File: src/rtl/core/assert_macros.svh
// Assertion macros shared by the RTL of the base64 decoder core.
// Depends on nothing; the including module supplies clk and rst.
`ifndef ASSERT_MACROS_SVH
`define ASSERT_MACROS_SVH

// Property checked at every rising clk edge, ignored while rst is high.
`define ASSERT_CLK(label, prop, msg) \
  label: assert property (@(posedge clk) disable iff (rst) (prop)) else $error(msg);

// Same, but also checked while reset is asserted.
`define ASSERT_ALWAYS(label, prop, msg) \
  label: assert property (@(posedge clk) (prop)) else $error(msg);

`endif

File: src/rtl/core/b64d_pkg.sv
// Package for the base64 decoder core: channel payloads, the result
// group type, status codes and the alphabet lookup. Depends on nothing.
`timescale 1ns / 1ps

package b64d_pkg;

  localparam logic [1:0] ST_OK       = 2'd0;
  localparam logic [1:0] ST_BAD_CHAR = 2'd1;
  localparam logic [1:0] ST_BAD_PAD  = 2'd2;
  localparam logic [1:0] ST_BAD_LEN  = 2'd3;

  localparam logic [7:0] PAD_CHAR   = 8'h3d;
  localparam logic [1:0] PHASE_LAST = 2'd3;

  typedef struct packed {
    logic [7:0] in_char;
    logic       in_last;
  } b64d_in_t;

  typedef struct packed {
    logic [7:0] out_byte;
    logic       out_last;
    logic [1:0] status;
  } b64d_out_t;

  // Up to three results produced by one input character.
  typedef struct packed {
    logic [23:0] data;    // decoded bytes, first byte in [23:16]
    logic [1:0]  count;   // number of results, 1 to 3
    logic        last;    // last flag goes on the final result
    logic [1:0]  status;
  } b64d_group_t;

  typedef struct packed {
    logic        push;
    b64d_group_t group;
  } b64d_push_t;

  // Returns {invalid, sextet}; invalid is set for anything outside the
  // alphabet, including the pad character.
  function automatic logic [6:0] sextet_of(input logic [7:0] c);
    logic [7:0] t;
    t = 8'h00;
    if (c >= 8'h41 && c <= 8'h5a) begin
      t = c - 8'h41;
      return {1'b0, t[5:0]};
    end else if (c >= 8'h61 && c <= 8'h7a) begin
      t = c - 8'h61 + 8'd26;
      return {1'b0, t[5:0]};
    end else if (c >= 8'h30 && c <= 8'h39) begin
      t = c - 8'h30 + 8'd52;
      return {1'b0, t[5:0]};
    end else if (c == 8'h2b) begin
      return {1'b0, 6'd62};
    end else if (c == 8'h2f) begin
      return {1'b0, 6'd63};
    end
    return {1'b1, 6'd0};
  endfunction

endpackage

File: src/rtl/core/b64d_decode.sv
// Character decoder: quad state, error checks and result group build.
// Depends on b64d_pkg.
`timescale 1ns / 1ps

module b64d_decode import b64d_pkg::*; (
  input  logic       clk,
  input  logic       rst,
  input  logic       accept,
  input  b64d_in_t   in_data,
  output b64d_push_t push_out,
  output logic       dropping
);

  logic [1:0]  quad_phase, quad_phase_next;
  logic [17:0] sextet_accum, sextet_accum_next;
  logic [1:0]  pad_seen, pad_seen_next;
  logic        failed_drop, failed_drop_next;

  logic [6:0]  lookup;
  logic        is_pad;
  logic [5:0]  sextet;
  logic        err;
  logic [1:0]  err_code;
  logic [1:0]  pads;

  assign lookup = sextet_of(in_data.in_char);
  assign is_pad = (in_data.in_char == PAD_CHAR);
  assign sextet = is_pad ? 6'd0 : lookup[5:0];
  assign pads   = pad_seen + {1'b0, is_pad};

  always_comb begin
    quad_phase_next   = quad_phase;
    sextet_accum_next = sextet_accum;
    pad_seen_next     = pad_seen;
    failed_drop_next  = failed_drop;
    push_out          = '0;
    err               = 1'b0;
    err_code          = ST_OK;
    if (accept) begin
      if (failed_drop) begin
        // Drop everything up to the message end.
        if (in_data.in_last) begin
          failed_drop_next  = 1'b0;
          quad_phase_next   = 2'd0;
          sextet_accum_next = '0;
          pad_seen_next     = 2'd0;
        end
      end else begin
        if (!is_pad && lookup[6]) begin
          err      = 1'b1;
          err_code = ST_BAD_CHAR;
        end else if (is_pad && quad_phase < 2'd2) begin
          err      = 1'b1;
          err_code = ST_BAD_PAD;
        end else if (!is_pad && pad_seen != 2'd0) begin
          err      = 1'b1;
          err_code = ST_BAD_PAD;
        end else if (quad_phase != PHASE_LAST) begin
          if (in_data.in_last) begin
            err      = 1'b1;
            err_code = ST_BAD_LEN;
          end else begin
            pad_seen_next     = pad_seen + {1'b0, is_pad};
            sextet_accum_next = {sextet_accum[11:0], sextet};
            quad_phase_next   = quad_phase + 2'd1;
          end
        end else if (pads != 2'd0 && !in_data.in_last) begin
          // Padding is only legal in the final quad.
          err      = 1'b1;
          err_code = ST_BAD_PAD;
        end else begin
          push_out.push         = 1'b1;
          push_out.group.data   = {sextet_accum, sextet};
          push_out.group.count  = 2'd3 - pads;
          push_out.group.last   = in_data.in_last;
          push_out.group.status = ST_OK;
          quad_phase_next       = 2'd0;
          sextet_accum_next     = '0;
          pad_seen_next         = 2'd0;
        end

        if (err) begin
          push_out.push         = 1'b1;
          push_out.group.data   = '0;
          push_out.group.count  = 2'd1;
          push_out.group.last   = 1'b1;
          push_out.group.status = err_code;
          quad_phase_next       = 2'd0;
          sextet_accum_next     = '0;
          pad_seen_next         = 2'd0;
          failed_drop_next      = !in_data.in_last;
        end
      end
    end
  end

  always_ff @(posedge clk) begin
    if (rst) begin
      quad_phase   <= 2'd0;
      sextet_accum <= '0;
      pad_seen     <= 2'd0;
      failed_drop  <= 1'b0;
    end else begin
      quad_phase   <= quad_phase_next;
      sextet_accum <= sextet_accum_next;
      pad_seen     <= pad_seen_next;
      failed_drop  <= failed_drop_next;
    end
  end

  assign dropping = failed_drop;

endmodule

File: src/rtl/core/b64d_group_fifo.sv
// Two-entry queue of result groups between decoder and serializer.
// Depends on b64d_pkg.
`timescale 1ns / 1ps

module b64d_group_fifo import b64d_pkg::*; (
  input  logic        clk,
  input  logic        rst,
  input  b64d_push_t  push_in,
  input  logic        pop,
  output logic        ready,
  output logic        head_valid,
  output b64d_group_t head
);

  logic        tail_valid;
  b64d_group_t tail;

  assign ready = !tail_valid;

  always_ff @(posedge clk) begin
    if (rst) begin
      head_valid <= 1'b0;
      tail_valid <= 1'b0;
    end else if (push_in.push && pop) begin
      // Tail is empty whenever a push is allowed.
      head <= push_in.group;
    end else if (push_in.push) begin
      if (!head_valid) begin
        head       <= push_in.group;
        head_valid <= 1'b1;
      end else begin
        tail       <= push_in.group;
        tail_valid <= 1'b1;
      end
    end else if (pop) begin
      head       <= tail;
      head_valid <= tail_valid;
      tail_valid <= 1'b0;
    end
  end

endmodule

File: src/rtl/core/b64d_serializer.sv
// Splits result groups into single results behind an output register.
// Depends on b64d_pkg.
`timescale 1ns / 1ps

module b64d_serializer import b64d_pkg::*; (
  input  logic        clk,
  input  logic        rst,
  input  logic        head_valid,
  input  b64d_group_t head,
  output logic        pop,
  output logic        out_valid,
  input  logic        out_ready,
  output b64d_out_t   out_data
);

  logic [1:0] idx;
  logic       load;
  logic       final_one;
  logic [7:0] sel_byte;

  assign load      = head_valid && (!out_valid || out_ready);
  assign final_one = (idx == head.count - 2'd1);
  assign pop       = load && final_one;

  always_comb begin
    case (idx)
      2'd0:    sel_byte = head.data[23:16];
      2'd1:    sel_byte = head.data[15:8];
      default: sel_byte = head.data[7:0];
    endcase
  end

  always_ff @(posedge clk) begin
    if (rst) begin
      out_valid <= 1'b0;
      idx       <= 2'd0;
    end else if (load) begin
      out_valid <= 1'b1;
      idx       <= final_one ? 2'd0 : idx + 2'd1;
    end else if (out_ready) begin
      out_valid <= 1'b0;
    end
  end

  always_ff @(posedge clk) begin
    if (load) begin
      out_data.out_byte <= sel_byte;
      out_data.out_last <= head.last && final_one;
      out_data.status   <= head.status;
    end
  end

endmodule

File: src/rtl/core/base64_stream_decoder_core.sv
// Top level of the streaming base64 decoder (standard alphabet, '=' pad).
// Depends on b64d_pkg, b64d_decode, b64d_group_fifo, b64d_serializer and
// assert_macros.svh.
//
// Usage:
//   Input channel (in_valid/in_ready/in_data) carries one base64
//   character per transaction, with in_last on the final character of a
//   message. Output channel (out_valid/out_ready/out_data) carries one
//   decoded byte or one error status per transaction.
//   Every fourth character of a quad yields three, two or one bytes;
//   out_last marks the message's final byte and every error result.
//   After an error, drop the remaining characters up to in_last.
// Timing:
//   One character is taken every cycle while in_ready is high. The first
//   result of a quad goes through the group queue and the output register,
//   and its bytes then leave one per cycle while out_ready is high.
//   The group queue holds two result groups, so with a ready receiver
//   input stalls only when an error result lands behind a draining group.
// Reset (rst, synchronous): clear quad state, drop mode, the group queue and the output register.
// A stalled receiver holds the output register; input keeps flowing
// until the group queue fills, then in_ready falls.
`timescale 1ns / 1ps
`include "assert_macros.svh"

module base64_stream_decoder_core import b64d_pkg::*; (
  input  logic      clk,
  input  logic      rst,
  input  logic      in_valid,
  output logic      in_ready,
  input  b64d_in_t  in_data,
  output logic      out_valid,
  input  logic      out_ready,
  output b64d_out_t out_data
);

  logic        accept;
  b64d_push_t  push;
  logic        dropping;
  logic        fifo_ready;
  logic        head_valid;
  b64d_group_t head;
  logic        pop;

  // Accept whenever the group queue has a free slot.
  assign in_ready = fifo_ready;
  assign accept   = in_valid && in_ready;

  b64d_decode u_decode (
    .clk      (clk),
    .rst      (rst),
    .accept   (accept),
    .in_data  (in_data),
    .push_out (push),
    .dropping (dropping)
  );

  b64d_group_fifo u_fifo (
    .clk        (clk),
    .rst        (rst),
    .push_in    (push),
    .pop        (pop),
    .ready      (fifo_ready),
    .head_valid (head_valid),
    .head       (head)
  );

  b64d_serializer u_ser (
    .clk        (clk),
    .rst        (rst),
    .head_valid (head_valid),
    .head       (head),
    .pop        (pop),
    .out_valid  (out_valid),
    .out_ready  (out_ready),
    .out_data   (out_data)
  );

  // Error results carry a zero byte and close the message.
  `ASSERT_CLK(a_err_result, out_valid && out_data.status != ST_OK |-> out_data.out_last && out_data.out_byte == 8'h00, "error result without last flag or with data")
  // While dropping, an accepted character never produces a group.
  `ASSERT_CLK(a_drop_silent, dropping && accept |-> !push.push, "result produced while dropping")
  // Output register goes empty when drained with nothing queued.
  `ASSERT_CLK(a_out_source, !head_valid && (!out_valid || out_ready) |=> !out_valid, "output valid without a queued group")
  // A group never pops from an empty queue.
  `ASSERT_ALWAYS(a_pop_head, pop |-> head_valid, "pop from empty group queue")

endmodule

File: config.mk
export PLATFORM = sky130hd
export DESIGN_NAME = base64_stream_decoder_core
export DESIGN_NICKNAME = d
export VERILOG_FILES = /design/src/rtl/core/b64d_pkg.sv /design/src/rtl/core/b64d_decode.sv /design/src/rtl/core/b64d_group_fifo.sv /design/src/rtl/core/b64d_serializer.sv /design/src/rtl/core/base64_stream_decoder_core.sv
export VERILOG_INCLUDE_DIRS = /design/src /design/src/rtl/core
export SDC_FILE = /design/constraint.sdc
export NUM_CORES = 1
export LEC_CHECK = 0
export BUFFER_PORTS_ARGS = -buffer_cell sky130_fd_sc_hd__buf_2
export CAP_MARGIN = 20
export CORE_ASPECT_RATIO = 0.75
export CORE_MARGIN = 2
export CORE_UTILIZATION = 45
export CTS_CLUSTER_SIZE = 24
export DETAILED_ROUTE_END_ITERATION = 8
export GPL_ROUTABILITY_DRIVEN = 1
export PLACE_DENSITY = 0.65
export SLEW_MARGIN = 0
export SYNTH_ARGS = -nofsm -noshare
export SYNTH_HDL_FRONTEND = slang
export SYNTH_SLANG_ARGS = --single-unit
File: constraint.sdc
create_clock -name clk -period 15.3 [get_ports clk]
set_input_delay 2.295 -clock clk [delete_from_list [all_inputs] [get_ports clk]]
set_output_delay 2.295 -clock clk [all_outputs]
set_load 0.05 [all_outputs]
; ---- Word level (Yosys, flattened, before mapping)
; Cells that the tools add are included.
[totals]
ff_bits = 97
elab_cells = 155
[op_classes]
bitwise = 2
n_addsub = 10
n_lt_le_gt_ge = 7
n_reduce_logical = 28
n_mux = 75
eq_ne = 14
[op_table]
columns = cell, n
row1 = $mux W30, 8
row2 = $mux W18, 9
row3 = $mux W29, 4
row4 = $mux W2, 23
row5 = $mux W7, 6
row6 = $eq A8 B6 Y1 const B, 3
row7 = $mux W1, 23
row8 = $ge A8 B7 Y1 const B, 2
row9 = $le A8 B7 Y1 const B, 2
row10 = $pmux W8 S2, 1
row11 = $logic_and A1 B1 Y1, 12
row12 = $sub A6 B6 Y6 const B, 2
row13 = $ne A3 B2 Y1 const B, 3
row14 = $ge A8 B6 Y1 const B, 1
row15 = $le A8 B6 Y1 const B, 1
row16 = $reduce_bool A2 Y1, 4
row17 = $reduce_and A7 Y1, 1
row18 = $add A6 B5 Y6 const B, 1
row19 = $add A6 B6 Y6 const B, 1
row20 = $mux W6, 1
row21 = $ne A2 B2 Y1 const B, 3
row22 = $reduce_and A3 Y1, 2
row23 = $sub A6 B1 Y6 const B, 1
row24 = $add A2 B1 Y2 const B, 2
row25 = 16 further kinds, 20

; ---- Depth between registers and ports, before layout
; Gate-level depths: netlist of the first run.
[logic_depth]
word_depth = 19
ltp_mapped = 18
mapped_depth_nobuf = 15

; ---- By module
; From an unflattened synthesis of the first run, not the netlist that was laid out.
[hier_totals]
hier_cells = 362
area_unflattened_um2 = 4579.4
[by_module_without_submodules]
columns = module, seq_area_each_um2, n_inst, cells_per_inst, area_per_inst_um2
row1 = b64d_group_fifo, 1781.7, 1, 108, 2245.9
row2 = b64d_decode, 460.4, 1, 192, 1657.8
row3 = b64d_serializer, 390.4, 1, 61, 669.4
row4 = base64_stream_decoder_core, 0.0, 1, 1, 6.3

; ---- Least setup slack after synthesis of the first run
; No wires, ideal clock.
[synth_timing]
kind = input port to flip-flop
from = in in_data[2] (netlist name)
to = reg, netlist name u_fifo.head[0]
arrival_ps = 6707
path_slack_ps = 8133
t_required_ps = 14840
setup_time_ps = 460
path_stages = 14
cell_sequence = inv_1 ha_1 and2_1 nand2_2 inv_1 ha_1 xnor2_1 a21oi_1 a211oi_2 a21boi_4 a21oi_2 buf_2 ha_1 a211oi_1
[synth_lines]
columns = element, line
row1 = from (decl), base64_stream_decoder_core.sv:30  ; input b64d_in_t in_data,

; ---- Final worst setup path of the first run
[layout_timing]
from = in in_data[2] (netlist name)
to = reg u_fifo.tail[0] (netlist name) (enable)
[layout_via]
elab_chain_cells = 17
word_cells_on_any_way = 47
cone_classes = 1 x add/sub / 6 x order compare / 3 x eq/ne / 25 x mux / 1 x bitwise / 11 x reduce/logical
[layout_lines]
columns = element, line
row1 = "$eq A8 B6 Y1, on equally long branches", "b64d_decode.sv:27, b64d_pkg.sv:55"
row2 = $add A2 B1 Y2 / $mux W1 (equally long branches), "b64d_decode.sv:29, b64d_pkg.sv:55"
row3 = $reduce_bool A2 Y1 / $mux W1 (equally long branches), "b64d_decode.sv:67, b64d_pkg.sv:53"
row4 = $logic_and A1 B1 Y1 / $mux W1 (equally long branches), "b64d_decode.sv:67, b64d_pkg.sv:50"
row5 = "$mux W1, on equally long branches", "b64d_decode.sv:67, b64d_pkg.sv:47"
row6 = "$mux W1, on equally long branches", "b64d_decode.sv:58, b64d_pkg.sv:44"
row7 = $mux W1 / $mux W7 (equally long branches), "b64d_decode.sv:55, b64d_pkg.sv:58"
row8 = $mux W1 / $logic_and A1 B1 Y1 (equally long branches), "b64d_decode.sv:52, b64d_decode.sv:49"
row9 = $mux W1, b64d_decode.sv:49  ; if (!is_pad && lookup[6]) begin
row10 = $mux W1, b64d_decode.sv:40  ; if (failed_drop) begin
row11 = $mux W1, b64d_decode.sv:39  ; if (accept) begin
row12 = $mux W30 (*), b64d_decode.sv:82  ; if (err) begin
row13 = $mux W30 (*), b64d_decode.sv:40
row14 = $mux W30 (*), b64d_decode.sv:39
row15 = $logic_and A1 B1 Y1, b64d_group_fifo.sv:24  ; end else if (push_in.push && pop) begin
row16 = $not A1 Y1 (no source line), --
row17 = $reduce_and A4 Y1 (no source line) (*), --
row18 = to (signal assigned), b64d_group_fifo.sv:32  ; tail <= push_in.group;
row19 = to (decl), b64d_group_fifo.sv:16  ; b64d_group_t tail;
; Every way passes the cells marked *; elsewhere a longest branch is shown, timed or not. The select of a mux whose other input is x is not followed.
; A chain may end at the register's enable or synchronous reset.

==> results of run 1 <==
## per-stage QoR
step	utilization, %	instances
after global placement	48.3	565
after floorplan	-	423
final	51.3	581
after global routing	51.3	581
after detailed placement	48.3	565
after CTS	51.3	581
## sequential cells by signal, indices dropped and copies added, names as in the netlist
register / count
u_ser.out_valid: 1
u_fifo.head: 29
u_fifo.head_valid: 1
u_ser.out_data: 11
u_decode.dropping: 1
u_decode.pad_seen: 2
u_fifo.tail_valid: 1
u_ser.idx: 2
u_decode.quad_phase: 2
u_decode.sextet_accum: 18
u_fifo.tail: 29
## layout by cell type, fill, tap and decap left out, types with 2 or more instances in the layout
| cell type | netlist | layout |
|---|---|---|
| nor2b_1 | 6 | 6 |
| nand3_1 | 2 | 2 |
| nand2_1 | 54 | 54 |
| a21oi_1 | 10 | 10 |
| buf_2 | 6 | 25 |
| a21o_1 | 2 | 2 |
| nor2_1 | 29 | 29 |
| a32oi_1 | 2 | 2 |
| a22oi_1 | 25 | 25 |
| o211ai_1 | 5 | 5 |
| ha_1 | 16 | 16 |
| nand2b_1 | 7 | 7 |
| clkbuf_16 | 0 | 9 |
| and2_4 | 2 | 2 |
| xnor2_1 | 4 | 4 |
| a31oi_1 | 3 | 3 |
| edfxtp_1 | 69 | 69 |
| and2_1 | 5 | 5 |
| clkinv_4 | 0 | 2 |
| and3_1 | 20 | 20 |
| inv_1 | 23 | 23 |
| a31o_2 | 2 | 2 |
| o32ai_2 | 4 | 4 |
| o21ai_1 | 5 | 4 |
| buf_4 | 1 | 3 |
| o21ai_0 | 11 | 11 |
| nor3_1 | 2 | 2 |
| a211oi_1 | 3 | 2 |
| mux2i_1 | 3 | 3 |
| o32ai_1 | 2 | 2 |
| nand3b_1 | 6 | 6 |
| o21bai_1 | 22 | 22 |
| dfxtp_1 | 28 | 28 |
## report_power, final
| group | switching, mW | total [mW] | internal [mW] |
|---|---|---|---|
| Combinational | 0.0605 | 0.0845 | 0.0241 |
| Clock | 0.0965 | 0.226 | 0.129 |
| Sequential | 0.00541 | 0.303 | 0.298 |
## critical path: cells and delay by family
| family | cells | cell delay (ps) |
|---|---|---|
| and+or+nand+nor | 4 | 750 |
| buffers and inverters | 5 | 1050 |
| xor gates and xnor gates | 1 | 180 |
| AOI/OAI and AO/OA | 4 | 1010 |
| adders and majority gates | 3 | 880 |
## metal layers
metal | vias to the layer above | share of wire (%)
met4 | 0 | 0.57
met3 | 6 | 5.9
met5 | - | 0
met1 | 1527 | 52
met2 | 95 | 41
li1 | 1589 | -
## cell type report
cell class	count	area [µm²]	share of cell area, %
sequential	97	2630	50.1
multi-input combinational	280	1910	36.4
clock buffer	10	229	4.36
tap	136	170	3.24
timing repair buffer	28	148	2.81
inverter	24	90.1	1.71
clock inverter	6	75.1	1.43
## worst paths after layout
path,depth (start not counted),slack (ps),to
worst max-delay path,17,9110,u_fifo.tail[0]$_DFFE_PP_
worst min-delay path,0,440,u_ser.out_data[0]$_DFFE_PP_
worst max register to register,11,11680,u_fifo.tail[0]$_DFFE_PP_
worst min register to register,0,440,u_ser.out_data[0]$_DFFE_PP_
## kinds of logic (layout without fill, tap and decap cells)
kind of cell,count (synthesis),after routing,synth area share [%]
AO/OA/AOI/OAI,114,114,18.9
AND/OR/NAND/NOR,143,143,15.5
buffers and inverters,46,68,4.39
adder cells (fa/ha/maj),16,16,4.23
multiplexers,3,3,0.634
XOR/XNOR,4,4,0.740
flip-flops,97,97,55.6
==> results.toml, run 1 <==
[synth]
synth_top_area_share_pct = 43.8
synth_most_common_cell = "edfxtp_1"
synthArstFlopShare_pct = 0
ys_seq_elements = 97
avgSynthCellArea_um2 = 11.2
synthCells = 423
synth-edff-count = 69
syn-cell-area_um2 = 4730
ys_seq_area_share_pct = 55.6
ys_warn_count = 0
synth_area_leaders = "edfxtp_1 44%, dfxtp_1 12%, nand2_1 4.3%"
syn_nets = 452
ys.flop_type = "edfxtp_1"
ys_top_cells_by_count = "69 x edfxtp_1, 54 x nand2_1, 29 x nor2_1"
synth_cell_types = 64
synth_area_leader_cell = "edfxtp_1"

[sta]
min_period_over_period_pct = 40.5
max_freq_ghz = 0.161
hold_slack_ps = 442
setup_tns_ps = 0
drv_slew = 0
finalClockSkew_ps = 7.25
fin_crit_ps = 6190
grt_setup_unrepaired = "no"
finalHoldViolations = 0
finalWorstSetupSlack_ps = 9110
maxSlewHeadroom_pct = 33.4
setup_viol = 0
tightestPinTransition_ps = 999

[floorplanning]
die_y_um = 92.8
rows = 32
dieWidth_um = 122
start_util_pct = 46.2
io_pins = 26
dieArea_um2 = 11400
coreArea_um2 = 10200

[worst_setup_path]
start_kind = "input pin"
path_common_cell = "ha_1"
crit_arrival_ps = 6200
critPathKind = "in2reg"
worstPathMaxFanout = 34
r2r-start = "u_decode.pad_seen[0]$_SDFFE_PP0P_"
crit_required_ps = 15300
end_kind = "flip-flop"
crit_chain = "buf_2 -> inv_1 -> ha_1 -> and2_1 -> nand2_2 -> inv_1 -> ha_1 -> xnor2_1 -> a21oi_1 -> a211oi_2 -> a21boi_4 -> a21oi_2 -> buf_4 -> ha_1 -> nor3_1 -> and2_1 -> buf_4"
cp_slowest_cell = "a21boi_4"
crit_start = "in_data[2]"
critPathMaxStageDelay_ps = 500

[worst_hold_path]
hold_path_startpoint = "u_fifo.head[0]$_DFFE_PP_"
hp-class = "reg2reg"

[global_routing]
grtUsageTotal_pct = 18.4
met2_usage_pct = 24.8
grt_use_met1_pct = 28.5
grt_max_degree = 35
grt_pass1_wl_um = 15900
antenna_found_initial = 0
first_global_vias = 2991
grt-ovfl-total = 0
busiest_layer = "met1"
use_met3_pct = 5.48

[routing]
first_pass_iters = 5
drc_errors = 0
postRouteAntennaNets = 0
drt-vias-per-instance = 5.54
drt_wl_total_um = 9630
drt_iter0_markers = 304
wl_per_cell_um = 16.6
num_vias = 3217

[clocking]
post_cts_resized = 0
clkTransAtPathRegs_ps = 70
h-tree-depth = 3
cts.sinks = 97
cts_root_buf = "clkbuf_16"
cts_tree = "done"
postCtsSetupRepairBufs = 0
numCtsBuffers = 9
clkLatencyLatePin_ps = 340
cts_hold_buf = 0
clockBufferDepth = 2

[run]
maxCapViolCount = 0

[cells_and_area]
layout-drive-gt1-share_pct = 14.6
nFillCells = 916
fin_area_um2 = 5260
antenna_cells = 0
syn_to_final_growth_pct = 11.0
fin_nets = 469

[placed_design]
placed_area_um2 = 4950
hpwl_um = 6960
place.gp.congestion = 0.926
io_buffer_count = 25
pre_cts_slack_ps = 8800

[power]
finalPower_uw = 613
cellPowerDensity_nw_per_um2 = 117
vdd_drop_max_mv = 0.0517
leakagePower_nw = 2.00

[status]
status = "finished clean"
Note: power is estimated with default switching activity, not from simulation.
==> inputs of run 2 (changes only) <==
Settings changed: ABC_AREA set to 1.
Clock period 15.3 ns to 6.4 ns, I/O delays scaled along.
==> run 2 against run 1 <==
  * Clock power increased to 2.6 times the previous value
  * Final area increased by 1.0%
  * Hold slack got worse by 15 ps
  * Combinational power increased to 3.5 times the previous value
  * Largest power group unchanged
  * Count of clock-buffer cells in the layout decreased by 1
  * Critical path type unchanged
==> results.toml, run 2 <==
[cells_and_area]
reg.largest.list = "u_fifo.head: 29 flops, u_fifo.tail: 29 flops, u_decode.sextet_accum: 18 flops"
nFillCells = 975
fin_nets = 565
final_common_cell = "nand2_1"
syn_to_final_growth_pct = 12.1
final_cell_mix = "131 x nand2_1, 70 x inv_1, 69 x edfxtp_1"
antenna_cells = 0
layout-drive-gt1-share_pct = 11.8

[clocking]
cts.sinks = 97
postCtsSetupRepairBufs = 0
clkTransAtPathRegs_ps = 70
cts_tree = "done"
post_cts_resized = 0
clockBufferDepth = 2
cts_root_buf = "clkbuf_16"
clkLatencyLatePin_ps = 340
numCtsBuffers = 9
cts_hold_buf = 0
h-tree-depth = 3

[worst_hold_path]
hold_path_startpoint = "u_fifo.head[0]$_DFFE_PP_"
hold_depth = 0
hp-class = "reg2reg"
worstHoldEndpoint = "u_ser.out_data[0]$_DFFE_PP_"

[global_routing]
antenna_found_initial = 0
grtUsageTotal_pct = 18.0
first_global_vias = 3214
grt-ovfl-total = 0
grt_max_degree = 30
grt_pass1_wl_um = 15900

[floorplanning]
coreArea_um2 = 10200
dieWidth_um = 122
io_pins = 26
dieArea_um2 = 11400
start_util_pct = 46.2
rows = 32
die_y_um = 92.8

[run]
maxCapViolCount = 0

[routing]
first_pass_iters = 4
wl_per_cell_um = 14.0
drt-vias-per-instance = 5.05
postRouteAntennaNets = 0
drt_iter0_markers = 291
drc_errors = 0
num_vias = 3417
drt_wl_total_um = 9490

[status]
status = "finished clean"

[synth]
synthCells = 517
synth_cell_types = 37
ys_seq_area_share_pct = 55.6
synth_top_area_share_pct = 43.8
ys.flop_type = "edfxtp_1"
syn-cell-area_um2 = 4730
synth_most_common_cell = "nand2_1"
synthArstFlopShare_pct = 0
ys_warn_count = 0
synth_area_leaders = "edfxtp_1 44%, dfxtp_1 12%, nand2_1 10%"
avgSynthCellArea_um2 = 9.16
syn_nets = 546
synth_area_leader_cell = "edfxtp_1"
synth-edff-count = 69
ys_seq_elements = 97
ys_top_cells_by_count = "131 x nand2_1, 70 x inv_1, 69 x edfxtp_1"

[sta]
finalClockSkew_ps = 9.72
setup_tns_ps = 0
fin_crit_ps = 3760
finalHoldViolations = 0
setup_viol = 0
hold_slack_ps = 428
grt_setup_unrepaired = "no"
max_freq_ghz = 0.266
drv_slew = 0
maxSlewHeadroom_pct = 53.0
tightestPinTransition_ps = 704
min_period_over_period_pct = 58.7

[worst_setup_path]
timing.rr.end = "u_fifo.tail[27]$_DFFE_PP_"
critPathKind = "in2reg"
crit_chain = "buf_2 -> inv_1 -> ha_1 -> nand2_1 -> nor2_4 -> ha_1 -> xor2_1 -> o21ai_0 -> o21ai_0 -> nor2_4 -> nand2_4 -> nand2_2 -> nand2_4 -> ha_1 -> nor3_2 -> buf_4"
regToRegSetupSlack_ps = 3550
end_kind = "flip-flop"
crit_arrival_ps = 3760
r2r_cells = 11
critPathMaxStageDelay_ps = 400
cp_slowest_cell = "buf_4"
crit_required_ps = 6410
r2r-start = "u_decode.pad_seen[0]$_SDFFE_PP0P_"
worstPathMaxFanout = 25
path_common_cell = "ha_1"
start_kind = "input pin"

[placed_design]
place.gp.congestion = 0.894
hpwl_um = 6720
io_buffer_count = 25

[power]
vdd_drop_max_mv = 0.122
cellPowerDensity_nw_per_um2 = 307
finalPower_mw = 1.63
leakagePower_nw = 2.27
-- run 2: report_power, final --
| part | leakage [nW] | internal [mW] | total [mW] | switching [mW] |
|---|---|---|---|---|
| sequential | 0.920 | 0.729 | 0.744 | 0.0153 |
| clock | 0.159 | 0.349 | 0.591 | 0.241 |
| combinational | 1.19 | 0.0772 | 0.297 | 0.220 |
-- run 2: stage by stage --
stage	std cells	util, %	worst slack [ps]	instance area (µm²)
4_1_cts	676	51.5	2320	5280
5_1_grt	677	51.8	2400	5310
2_1_floorplan	517	-	1250	4730
6_report	677	51.8	2640	5310
3_5_place_dp	660	48.3	1970	4950
3_3_place_gp	660	48.3	2050	4950
-- run 2: cell type report --
cell class | count | area (µm²) | share of cell area, %
Sequential cell | 97 | 2630 | 49.6
Inverter | 72 | 270 | 5.09
Clock inverter | 7 | 105 | 1.98
Tap cell | 136 | 170 | 3.21
Timing Repair Buffer | 29 | 175 | 3.30
Multi-Input combinational cell | 327 | 1730 | 32.6
Clock buffer | 9 | 225 | 4.24
-- run 2: worst max path at each step --
| stage | depth (start not counted) | from | slack (ps) | end |
|---|---|---|---|---|
| detailed placement | 18 | in_data[2] | 1970 | u_fifo.head[19]$_DFFE_PP_ |
| global route | 16 | in_data[2] | 2400 | u_fifo.tail[6]$_DFFE_PP_ |
| floorplan | 14 | in_data[2] | 1250 | u_fifo.tail[0]$_DFFE_PP_ |
| global placement | 18 | in_data[2] | 2050 | u_fifo.head[11]$_DFFE_PP_ |
| finish | 16 | in_data[2] | 2640 | u_fifo.tail[27]$_DFFE_PP_ |
| CTS | 18 | in_data[2] | 2320 | u_fifo.head[10]$_DFFE_PP_ |
-- run 2: per-layer routing --
metal	track usage, %	vias up	part of all wire, %
li1	-	1755	-
met1	26.4	1579	51
met2	26.7	75	44
met3	4.00	8	4.2
met4	5.27	0	1.0
met5	0	-	0
-- run 2: logic make-up after synthesis --
kind of cell	count (synthesis)	share of synthesized area, %
AO/OA/AOI/OAI	77	9.30
adder cells (fa/ha/maj)	16	4.23
AND/OR/NAND/NOR	226	21.3
XOR/XNOR	8	1.48
flip-flops	97	55.6
buffers and inverters	93	8.06
-- run 2: critical path, delay by kind of cell --
kind,cells,cell delay [ps]
xor gates and xnor gates,1,160
and+or+nand+nor,7,950
adders and majority gates,3,660
AOI/OAI and AO/OA,2,360
buffers and inverters,3,640
